==> src/sv/dasd_pkg.sv <==
// ----------------------------------------------------------------------------
// dasd_pkg
// Types, constants, calendar helpers and microcode encodings shared by the
// date add/subtract days block.
// ----------------------------------------------------------------------------
package dasd_pkg;

  localparam int DAY_COUNT_BITS = 16;
  localparam int CNT_FIELD_BITS = 16;
  localparam int CNT_BITS = (DAY_COUNT_BITS < CNT_FIELD_BITS) ? DAY_COUNT_BITS : CNT_FIELD_BITS;
  localparam int DAY_W = CNT_BITS + 2;

  localparam logic [11:0] YEAR_MIN  = 12'd1900;
  localparam logic [11:0] YEAR_2100 = 12'd2100;
  localparam logic [11:0] YEAR_MAX  = 12'd2200;

  localparam logic [3:0] MONTH_JAN = 4'd1;
  localparam logic [3:0] MONTH_FEB = 4'd2;
  localparam logic [3:0] MONTH_DEC = 4'd12;

  localparam logic [1:0] ST_OK        = 2'd0;
  localparam logic [1:0] ST_BAD_START = 2'd1;
  localparam logic [1:0] ST_RANGE     = 2'd2;

  localparam int STEP_W = 3;
  localparam logic [STEP_W-1:0] STEP_IDLE   = 3'd0;
  localparam logic [STEP_W-1:0] STEP_INIT   = 3'd1;
  localparam logic [STEP_W-1:0] STEP_BRANCH = 3'd2;
  localparam logic [STEP_W-1:0] STEP_ADD    = 3'd3;
  localparam logic [STEP_W-1:0] STEP_SUB    = 3'd4;
  localparam logic [STEP_W-1:0] STEP_DONE   = 3'd5;

  typedef enum logic [1:0] {
    OP_NOP,
    OP_INIT,
    OP_ADD,
    OP_SUB
  } op_e;

  typedef enum logic [2:0] {
    C_IN_VALID,
    C_BAD,
    C_SUB,
    C_ADD_END,
    C_SUB_END,
    C_OUT_READY
  } cond_e;

  typedef struct packed {
    op_e               op;
    cond_e             cond;
    logic [STEP_W-1:0] target;
    logic              stay;
    logic              in_ready;
    logic              out_valid;
  } ctrl_t;

  typedef struct packed {
    logic bad;
    logic sub;
    logic add_end;
    logic sub_end;
  } dp_stat_t;

  typedef struct packed {
    logic        req_type;
    logic [4:0]  start_day;
    logic [3:0]  start_month;
    logic [11:0] start_year;
    logic [15:0] day_count;
  } in_word_t;

  typedef struct packed {
    logic [4:0]  result_day;
    logic [3:0]  result_month;
    logic [11:0] result_year;
    logic [1:0]  status;
  } out_word_t;

  // Century rule reduced to the only centuries inside 1900..2200.
  function automatic logic is_leap(logic [11:0] y);
    return (y[1:0] == 2'b00) && (y != YEAR_MIN) && (y != YEAR_2100) && (y != YEAR_MAX);
  endfunction

  function automatic logic [4:0] month_len(logic [3:0] m, logic leap);
    logic [4:0] len;
    case (m) inside
      MONTH_FEB:                  len = leap ? 5'd29 : 5'd28;
      4'd4, 4'd6, 4'd9, 4'd11:    len = 5'd30;
      default:                    len = 5'd31;
    endcase
    return len;
  endfunction

endpackage

==> src/sv/dasd_seq.sv <==
// ----------------------------------------------------------------------------
// dasd_seq
// Microcode sequencer: step counter, control store and conditional jumps.
// ----------------------------------------------------------------------------
module dasd_seq import dasd_pkg::*; (
  input  logic     clk_i,
  input  logic     rst_ni,
  input  logic     in_valid_i,
  input  logic     out_ready_i,
  input  dp_stat_t stat_i,
  output ctrl_t    ctrl_o
);

  logic [STEP_W-1:0] pc_q, pc_d;
  ctrl_t             ctrl;
  logic              hit;

  always_comb begin
    case (pc_q)
      STEP_IDLE:   ctrl = '{OP_NOP,  C_IN_VALID,  STEP_INIT,   1'b1, 1'b1, 1'b0};
      STEP_INIT:   ctrl = '{OP_INIT, C_BAD,       STEP_DONE,   1'b0, 1'b0, 1'b0};
      STEP_BRANCH: ctrl = '{OP_NOP,  C_SUB,       STEP_SUB,    1'b0, 1'b0, 1'b0};
      STEP_ADD:    ctrl = '{OP_ADD,  C_ADD_END,   STEP_DONE,   1'b1, 1'b0, 1'b0};
      STEP_SUB:    ctrl = '{OP_SUB,  C_SUB_END,   STEP_DONE,   1'b1, 1'b0, 1'b0};
      STEP_DONE:   ctrl = '{OP_NOP,  C_OUT_READY, STEP_IDLE,   1'b1, 1'b0, 1'b1};
      default:     ctrl = '{OP_NOP,  C_OUT_READY, STEP_IDLE,   1'b0, 1'b0, 1'b0};
    endcase
  end

  always_comb begin
    case (ctrl.cond)
      C_IN_VALID:  hit = in_valid_i;
      C_BAD:       hit = stat_i.bad;
      C_SUB:       hit = stat_i.sub;
      C_ADD_END:   hit = stat_i.add_end;
      C_SUB_END:   hit = stat_i.sub_end;
      C_OUT_READY: hit = out_ready_i;
      default:     hit = 1'b0;
    endcase
  end

  always_comb begin
    if (hit) begin
      pc_d = ctrl.target;
    end else if (ctrl.stay) begin
      pc_d = pc_q;
    end else begin
      pc_d = pc_q + 1'b1;
    end
  end

  always_ff @(posedge clk_i or negedge rst_ni) begin
    if (!rst_ni) begin
      pc_q <= STEP_IDLE;
    end else begin
      pc_q <= pc_d;
    end
  end

  assign ctrl_o = ctrl;

endmodule

==> src/sv/dasd_dp.sv <==
// ----------------------------------------------------------------------------
// dasd_dp
// Date datapath: start check, signed day accumulator and one-month
// normalization step in either direction.
// ----------------------------------------------------------------------------
module dasd_dp import dasd_pkg::*; (
  input  logic      clk_i,
  input  ctrl_t     ctrl_i,
  input  logic      load_i,
  input  in_word_t  in_word_i,
  output dp_stat_t  stat_o,
  output out_word_t out_word_o
);

  logic                    sub_q;
  logic signed [DAY_W-1:0] day_q;
  logic [3:0]              mon_q;
  logic [11:0]             yr_q;
  logic [CNT_BITS-1:0]     cnt_q;
  logic [1:0]              status_q;

  logic                    start_bad;
  logic [4:0]              len_cur, len_dec;
  logic signed [DAY_W-1:0] len_cur_s, len_dec_s, cnt_s, day_one;
  logic                    add_more, sub_more, add_range, sub_range;
  logic [3:0]              mon_inc, mon_dec;
  logic [11:0]             yr_inc, yr_dec;

  assign day_one   = $signed(DAY_W'(1));
  assign len_cur   = month_len(mon_q, is_leap(yr_q));
  assign len_cur_s = $signed({{(DAY_W-5){1'b0}}, len_cur});
  assign cnt_s     = $signed({2'b00, cnt_q});

  assign start_bad = (yr_q < YEAR_MIN) || (yr_q > YEAR_MAX) || (mon_q < MONTH_JAN) ||
                     (mon_q > MONTH_DEC) || (day_q < day_one) || (day_q > len_cur_s);

  assign add_more  = day_q > len_cur_s;
  assign mon_inc   = (mon_q == MONTH_DEC) ? MONTH_JAN : mon_q + 4'd1;
  assign yr_inc    = (mon_q == MONTH_DEC) ? yr_q + 12'd1 : yr_q;
  assign add_range = (mon_q == MONTH_DEC) && (yr_q == YEAR_MAX);

  assign sub_more  = day_q < day_one;
  assign mon_dec   = (mon_q == MONTH_JAN) ? MONTH_DEC : mon_q - 4'd1;
  assign yr_dec    = (mon_q == MONTH_JAN) ? yr_q - 12'd1 : yr_q;
  assign sub_range = (mon_q == MONTH_JAN) && (yr_q == YEAR_MIN);
  assign len_dec   = month_len(mon_dec, is_leap(yr_dec));
  assign len_dec_s = $signed({{(DAY_W-5){1'b0}}, len_dec});

  assign stat_o.bad     = start_bad;
  assign stat_o.sub     = sub_q;
  assign stat_o.add_end = !add_more || add_range;
  assign stat_o.sub_end = !sub_more || sub_range;

  always_ff @(posedge clk_i) begin
    if (load_i) begin
      sub_q <= in_word_i.req_type;
      day_q <= $signed({{(DAY_W-5){1'b0}}, in_word_i.start_day});
      mon_q <= in_word_i.start_month;
      yr_q  <= in_word_i.start_year;
      cnt_q <= in_word_i.day_count[CNT_BITS-1:0];
    end else begin
      case (ctrl_i.op)
        OP_INIT: begin
          status_q <= start_bad ? ST_BAD_START : ST_OK;
          day_q    <= sub_q ? day_q - cnt_s : day_q + cnt_s;
        end
        OP_ADD: begin
          if (add_more) begin
            if (add_range) begin
              status_q <= ST_RANGE;
            end else begin
              day_q <= day_q - len_cur_s;
              mon_q <= mon_inc;
              yr_q  <= yr_inc;
            end
          end
        end
        OP_SUB: begin
          if (sub_more) begin
            if (sub_range) begin
              status_q <= ST_RANGE;
            end else begin
              day_q <= day_q + len_dec_s;
              mon_q <= mon_dec;
              yr_q  <= yr_dec;
            end
          end
        end
        default: begin
        end
      endcase
    end
  end

  always_comb begin
    if (status_q == ST_OK) begin
      out_word_o = '{day_q[4:0], mon_q, yr_q, ST_OK};
    end else begin
      out_word_o = '{5'd0, 4'd0, 12'd0, status_q};
    end
  end

endmodule

==> src/sv/date_add_subtract_days.sv <==
// ----------------------------------------------------------------------------
// date_add_subtract_days
// Gregorian date plus or minus a day count, normalized one month per cycle.
// ----------------------------------------------------------------------------
// One word at a time: after a start word is taken, the block checks the start
// date, chooses the direction, then crosses the month boundaries one by one
// until the day fits its month, and holds the result until it is taken. An
// invalid start date skips the direction choice and the month steps and goes
// straight to the result.
// A new word is taken in the cycle after the result is accepted.
module date_add_subtract_days import dasd_pkg::*; (
  input  logic      clk_i,
  input  logic      rst_ni,
  input  logic      in_valid_i,
  output logic      in_ready_o,
  input  in_word_t  in_data_i,
  output logic      out_valid_o,
  input  logic      out_ready_i,
  output out_word_t out_data_o
);

  ctrl_t    ctrl;
  dp_stat_t stat;
  logic     load;

  assign load = in_valid_i && ctrl.in_ready;

  dasd_seq u_seq (
    .clk_i       (clk_i),
    .rst_ni      (rst_ni),
    .in_valid_i  (in_valid_i),
    .out_ready_i (out_ready_i),
    .stat_i      (stat),
    .ctrl_o      (ctrl)
  );

  dasd_dp u_dp (
    .clk_i      (clk_i),
    .ctrl_i     (ctrl),
    .load_i     (load),
    .in_word_i  (in_data_i),
    .stat_o     (stat),
    .out_word_o (out_data_o)
  );

  assign in_ready_o  = ctrl.in_ready;
  assign out_valid_o = ctrl.out_valid;

  a_no_overlap: assert property (@(posedge clk_i) disable iff (!rst_ni)
    !(in_ready_o && out_valid_o))
    else $error("input and output sides open together");

  a_busy_after_accept: assert property (@(posedge clk_i) disable iff (!rst_ni)
    in_valid_i && in_ready_o |=> !in_ready_o && !out_valid_o)
    else $error("block not busy after accepting a word");

  a_idle_after_deliver: assert property (@(posedge clk_i) disable iff (!rst_ni)
    out_valid_o && out_ready_i |=> in_ready_o && !out_valid_o)
    else $error("block not idle after delivering a word");

  a_ok_in_range: assert property (@(posedge clk_i) disable iff (!rst_ni)
    out_valid_o && out_data_o.status == ST_OK |->
      out_data_o.result_month >= MONTH_JAN && out_data_o.result_month <= MONTH_DEC &&
      out_data_o.result_year >= YEAR_MIN && out_data_o.result_year <= YEAR_MAX &&
      out_data_o.result_day != 5'd0)
    else $error("ok result is not a valid date");

endmodule

==> config.mk <==
export PLATFORM = sky130hd
export DESIGN_NAME = date_add_subtract_days
export DESIGN_NICKNAME = d
export VERILOG_FILES = /design/src/sv/dasd_pkg.sv /design/src/sv/dasd_seq.sv /design/src/sv/dasd_dp.sv /design/src/sv/date_add_subtract_days.sv
export SDC_FILE = /design/constraint.sdc
export NUM_CORES = 1
export LEC_CHECK = 0
export ABC_CLOCK_PERIOD_IN_PS = 4000
export BUFFER_PORTS_ARGS = -buffer_cell sky130_fd_sc_hd__buf_2
export CORE_MARGIN = 2
export CORE_UTILIZATION = 56
export CTS_BUF_LIST = sky130_fd_sc_hd__clkbuf_8
export CTS_CLUSTER_SIZE = 24
export DETAILED_ROUTE_END_ITERATION = 10
export GPL_TIMING_DRIVEN = 0
export PLACE_DENSITY = 0.91
export SLEW_MARGIN = 20
export SYNTH_ARGS = -nofsm -noshare
export SYNTH_HDL_FRONTEND = slang
export SYNTH_SLANG_ARGS = --single-unit
==> constraint.sdc <==
create_clock -name clk_i -period 4 [get_ports clk_i]
set_input_delay 0.8 -clock clk_i [delete_from_list [all_inputs] [get_ports clk_i]]
set_output_delay 0.8 -clock clk_i [all_outputs]
set_load 0.02 [all_outputs]
==> metrics.txt, run 1 <==
post-layout util about 73%; design area between 7000 and 8000 um2; relative slew slack 43.8%; Fillers 741; Root Buffer clkbuf_8; PwrDens between 900 and 1000 nW/um2; DP Area 6360 um2; Total Routing Usage GR 29.4%; clock insertion delay at the later pin of the skew report 350 ps; Detail Route Antenna Nets 0; Die Wd roughly 110 um; I/O Pins 67; Layout area overhead 27.5%; Synth Area per Inst 7.76 um2; peak fanout along the critical path 3; Max Root-Sink Buffers 2; Post-synth EDFFs 40; Max Freq 236 MHz; Initial DRC Count 936; die area about 11000 um2; Setup CP Type register to register; Max Slew Vio Count 0; flop2flop setup slack -240 ps; std cell rows 37; commonest cells after routing, fill and taps aside nor2_1, buf_2, buf_4; die span in y around 110 um; starting density of the core 57.1%; sequential fraction of the synthesis area 26.3%; layout cells sized above 1 27.8%; vias in the first global route approximately 6000; r2r startpoint u_dp.mon_q[1]; Mapped Cells around 750; drt via density ~6.7; Residual DRC 0; largest net degree at the start of global routing 27; Mapped Area between 5000 and 6000 um2; slew of the pin with the lowest slew margin 835 ps; Final Hold Viols 0; HP Class input pin to async pin; GP Congestion 0.927; Synth area leader edfxtp_1; Critical path origin u_dp.mon_q[1]; Startpoint Class register; CP max stage delay 440 ps; setup ws final -239 ps; Worst EP required between 4000 and 5000 ps; initial antenna violation count 1; Static Leak between 0.002 and 0.003 uW; Sink Count 56; status complete, but fails checks; failing checks negative setup slack; Yosys warning total 0; CTS tree done; fin crit period approximately 4200 ps; drt wl/cell 19.4 um; Net Count, Synth 832; Vias between 6000 and 7000; asr flop ratio synth around 5.4%; hold_buf cts 0; RSZ-0062 raised after global routing yes; crit path DAT approximately 4500 ps; port bufs 66; Final nets 962; Fin Clk Skew ~32 ps; drt first pass iters 7; number of synthesized register bits 56; commonest non-fill, non-tap cell in the layout nor2_1; Post-DP HPWL 11900 um; ANT cells 0; crit end category register; max-cap violations 0; core box area 10200 um2; Final period util 106%; prevailing post-synth register cell edfxtp_1; Total Wirelength 19800 um; top cell type's share of synthesized area 20.6%; Final Setup Violations 13; total CTS buffers 5; slowest CP cell edfxtp_1; Worst-path clk slew 140 ps; Area contributors post-synth edfxtp_1, ha_1, a21oi_1; H-tree lvl count 2; crit path cell chain inv_2 -> ha_4 -> nor3b_4 -> buf_6 -> buf_6 -> nand4_1 -> buf_4 -> nor2_4 -> mux2i_1 -> o21ai_1 -> a31oi_1 -> o21ai_2 -> a21oi_2 -> ha_2 -> buf_4 -> a21oi_4 -> o211ai_1 -> a31oi_2 -> o21ai_2 -> a21oi_2 -> xnor2_1 -> nand2_1 -> a311oi_2; Netlist cell types 81; Hold Slack 217 ps; first-pass GRT wire length 27200 um; peak supply drop 0.000439 V; Congestion Overflow GR 0
==> repair_timing <==
item	in CTS	in global routing
resized for setup	43	100
endpoints found under the setup margin	40	38
buffers inserted	24	40
hold endpoints to repair	0	0
gates cloned	1	1
pin swaps	23	65
==> cells in the mapped netlist (5+ instances only) <==
cell      number
inv_1         24
nor2b_1        9
a21o_1        12
nor3_1        36
or3_1          6
and2_1        19
mux2i_1        8
a21oi_1       72
o21ai_1        8
dfxtp_1       13
nand4_1       13
nand2_1       62
a22oi_1        5
ha_1          35
clkbuf_1      44
nand3_1       17
xnor2_1       36
edfxtp_1      40
and3_1         5
nor2_1        85
o21ai_0       51
nor4_1        10
xor2_1        25
a31oi_1       13
nand3b_1       6
==> worst max-delay path: cells and delay by family, from the launching register on <==
family                   cells  cell delay [ps]
AO/OA/AOI/OAI               10             1690
adder cells (fa/ha/maj)      2              360
XOR/XNOR                     1              200
AND/OR/NAND/NOR              4              610
buffers and inverters        5              680
multiplexers                 1              190
flip-flops                   1              440
==> power by group <==
part	total, uW	leakage [uW]	internal (uW)	switching, uW
logic	5410	0.00236	2270	3130
registers	1320	0.000518	1010	315
clock network	348	0.0000455	123	225
total	7080	0.00293	3410	3670
==> state kept, by name (all words and copies together) (netlist names) <==
| register | cells |
|---|---|
| u_dp.day_q | 18 |
| u_dp.cnt_q | 16 |
| u_dp.yr_q | 12 |
| u_dp.mon_q | 4 |
| u_seq.pc_q | 3 |
| u_dp.status_q | 2 |
| u_dp.sub_q | 1 |
==> through the flow <==
step	total power (uW)	worst slack (ps)	setup TNS, ps	std cells
detailed placement	5290	-886	-18400	955
global route	7470	-376	-4050	1020
floorplan	4370	2.78	0	753
global placement	5150	-771	-16930	955
finish	7080	-239	-1610	1020
CTS	5970	-199	-738	981
==> metal layers <==
metal  global-route usage, %  wire length [um]
met1                    34.9              7010
met2                    52.2              9740
met3                    3.74              1990
met5                       0                12
met4                    14.0               997
==> cell families after synthesis <==
family	synth area share, %
buffers and inverters	4.80
xor gates and xnor gates	9.14
and+or+nand+nor	26.7
DFF	26.3
AOI/OAI and AO/OA	23.0
adders and majority gates	8.18
muxes	1.95
==> final cells by class <==
cell class                 count  area [um2]  area share, %
multi-input combinational    627        4540           60.9
sequential                    56        1540           20.6
timing repair buffer         130         826           11.1
buffer                        39         204           2.74
tap                          136         170           2.28
inverter                      24        90.1           1.21
clock buffer                   5        68.8          0.924
clock inverter                 3        20.0          0.269
==> final timing paths <==
kind                             endpoint  depth (start not counted)
max                        u_dp.day_q[13]                         23
min                         u_seq.pc_q[1]                          1
max reg2reg                u_dp.day_q[13]                         23
min reg2reg                 u_dp.day_q[8]                          2
max in group asynchronous   u_seq.pc_q[2]                          1
min in group clk_i          u_dp.day_q[8]                          2
No activity file was read; power rests on OpenSTA's default activity.
==> run 2, diff against run 1 <==
--- a/config.mk
+++ b/config.mk
@@ -7,6 +7,7 @@
 export LEC_CHECK = 0
 export ABC_CLOCK_PERIOD_IN_PS = 4000
 export BUFFER_PORTS_ARGS = -buffer_cell sky130_fd_sc_hd__buf_2
+export CORE_ASPECT_RATIO = 1.2
 export CORE_MARGIN = 2
 export CORE_UTILIZATION = 56
 export CTS_BUF_LIST = sky130_fd_sc_hd__clkbuf_8
==> metrics.txt, run 2 (synthesis results as in run 1) <==
status complete, but fails checks; failing checks negative setup slack; Startpoint Class register; starting density of the core just under 60%; Die Wd 97.2 um; Fin Clk Skew 14.7 ps; H-tree lvl count 2; std cell rows 40; slew of the pin with the lowest slew margin 847 ps; Register Area 1540 um2; core box area between 10000 and 15000 um2; Detail Route Antenna Nets 0; commonest non-fill, non-tap cell in the layout nor2_1; Largest regs u_dp.day_q: 18 flops, u_dp.cnt_q: 16 flops, u_dp.yr_q: 12 flops; CTS tree done; commonest cells after routing, fill and taps aside nor2_1, buf_2, nand2_1; r2r startpoint u_dp.mon_q[1]; Hold Slack 231 ps; post-layout util 71.6%; met2 GRT Util 56.1%; Fillers between 700 and 800; Int Pwr 3280 uW; relative slew slack 43.0%; Final Setup Violations 6; Layout area overhead 23.9%; first-pass GRT wire length 27600 um; Worst-path clk slew 110 ps; Congestion Overflow GR 0; met1 Track Usage GR 33.1%; drt via density approximately 6.4; Post-DP HPWL 12300 um; combinational power share 75.2%; initial antenna violation count 0; Residual DRC 0; peak supply drop 0.000338 V; Clk network pwr share 5.0%; Setup CP Type register to register; drt wl/cell 18.0 um; vias in the first global route between 5000 and 6000; peak fanout along the critical path 3; sequential cell fraction of total power 19.8%; crit end category register; total CTS buffers 5; drt first pass iters 6; Sink Count 56; Initial DRC Count 707; max-cap violations 0; ANT cells 0; Worst EP required 4240 ps; Max Freq 246 MHz; die span in y 116 um; switching part of the total power 51.2%; fin crit period 4060 ps; PwrDens slightly above 900 nW/um2; max reg flops 18; Root Buffer clkbuf_8; pre-CTS setup slack -871 ps; port bufs between 60 and 70; # placed instances 945; crit path DAT 4300 ps; clock insertion delay at the later pin of the skew report 340 ps; Net Switching 3450 uW; Total Routing Usage GR 29.6%; gr busiest metal met2; Critical path origin u_dp.mon_q[1]; layout cells sized above 1 26.3%; met3 Use GR 3.56%; RSZ-0062 raised after global routing yes; GP Congestion 0.961; Top reg by flops u_dp.day_q; Max Root-Sink Buffers 2; die area 11300 um2; Final nets 946; Max Slew Vio Count 0; final cell count without fillers between 900 and 1000; setup ws final -63.5 ps; largest net degree at the start of global routing 27; Final Hold Viols 0; Final period util 102%; multi-input logic area 4450 um2; Total Wirelength 17900 um; Static Leak 0.00286 uW; I/O Pins 67; Vias 6370; HP Class input pin to async pin
-- run 2: area by class of cell --
cell class              instances  area share, %
well taps                     126           2.18
clock buffers                   5          0.951
plain buffers                  40           2.97
multi-input cells             626           61.5
clock inverters                 3          0.259
repair buffers                114           9.64
flip-flops and latches         56           21.2
inverters                      24           1.24
-- run 2: routing by layer --
metal	wire length [um]	vias up	part of all wire, %
li1	-	2993	-
met1	6520	2935	36
met2	9130	366	51
met3	1390	76	7.7
met4	884	0	4.9
met5	0	-	0
-- run 2: timing repair --
item / in CTS / in global routing
endpoints found under the hold margin: 0 / 0
pin swaps: 24 / 40
endpoints found under the setup margin: 34 / 38
hold buffers: 0 / 0
cloned: 0 / 1
gates resized for setup: 57 / 69
setup buffers: 27 / 21
-- run 2: worst max-delay path, stage by stage, from the launching register on --
cell and delay [ps]:
edfxtp_1 440, inv_2 100, ha_4 130, nor3b_4 260, nand3b_1 140, or3_4 360
xor2_2 190, buf_4 160, nor3_2 40, a31oi_1 210, o21ai_2 120, a21oi_2 170
ha_4 180, buf_6 110, a21oi_4 50, o211ai_1 310, a31oi_2 180, o21ai_2 220
a31oi_2 140, a21oi_2 210, and3b_1 200, nor3_2 50
-- run 2: metrics by stage --
| stage | cell area (um2) | TNS, ps | power, uW |
|---|---|---|---|
| after global routing | 7240 | -3320 | 7210 |
| after floorplan | 5860 | 0 | 4370 |
| after global placement | 6350 | -15420 | 5170 |
| after CTS | 6840 | -319 | 6040 |
| after detailed placement | 6350 | -17140 | 5330 |
| final | 7240 | -193 | 6730 |
-- run 2: power by group through the flow --
| stage | clock network (uW) | registers (uW) | logic (uW) |
|---|---|---|---|
| after floorplan | 0 | 1230 | 3150 |
| after global placement | 0 | 1330 | 3840 |
| after detailed placement | 0 | 1340 | 3980 |
| after CTS | 330 | 1330 | 4380 |
| after global routing | 348 | 1360 | 5500 |
| final | 334 | 1330 | 5070 |
-- run 2: final timing paths --
| check | end | slack [ps] | depth (start not counted) |
|---|---|---|---|
| setup / recovery | u_dp.day_q[17] | -60 | 21 |
| hold / removal | u_seq.pc_q[1] | 230 | 1 |
| setup reg to reg | u_dp.day_q[17] | -60 | 21 |
| hold reg to reg | u_dp.day_q[11] | 540 | 2 |
| max in group asynchronous | u_seq.pc_q[0] | 3660 | 1 |
| min in group clk_i | u_dp.day_q[11] | 540 | 2 |
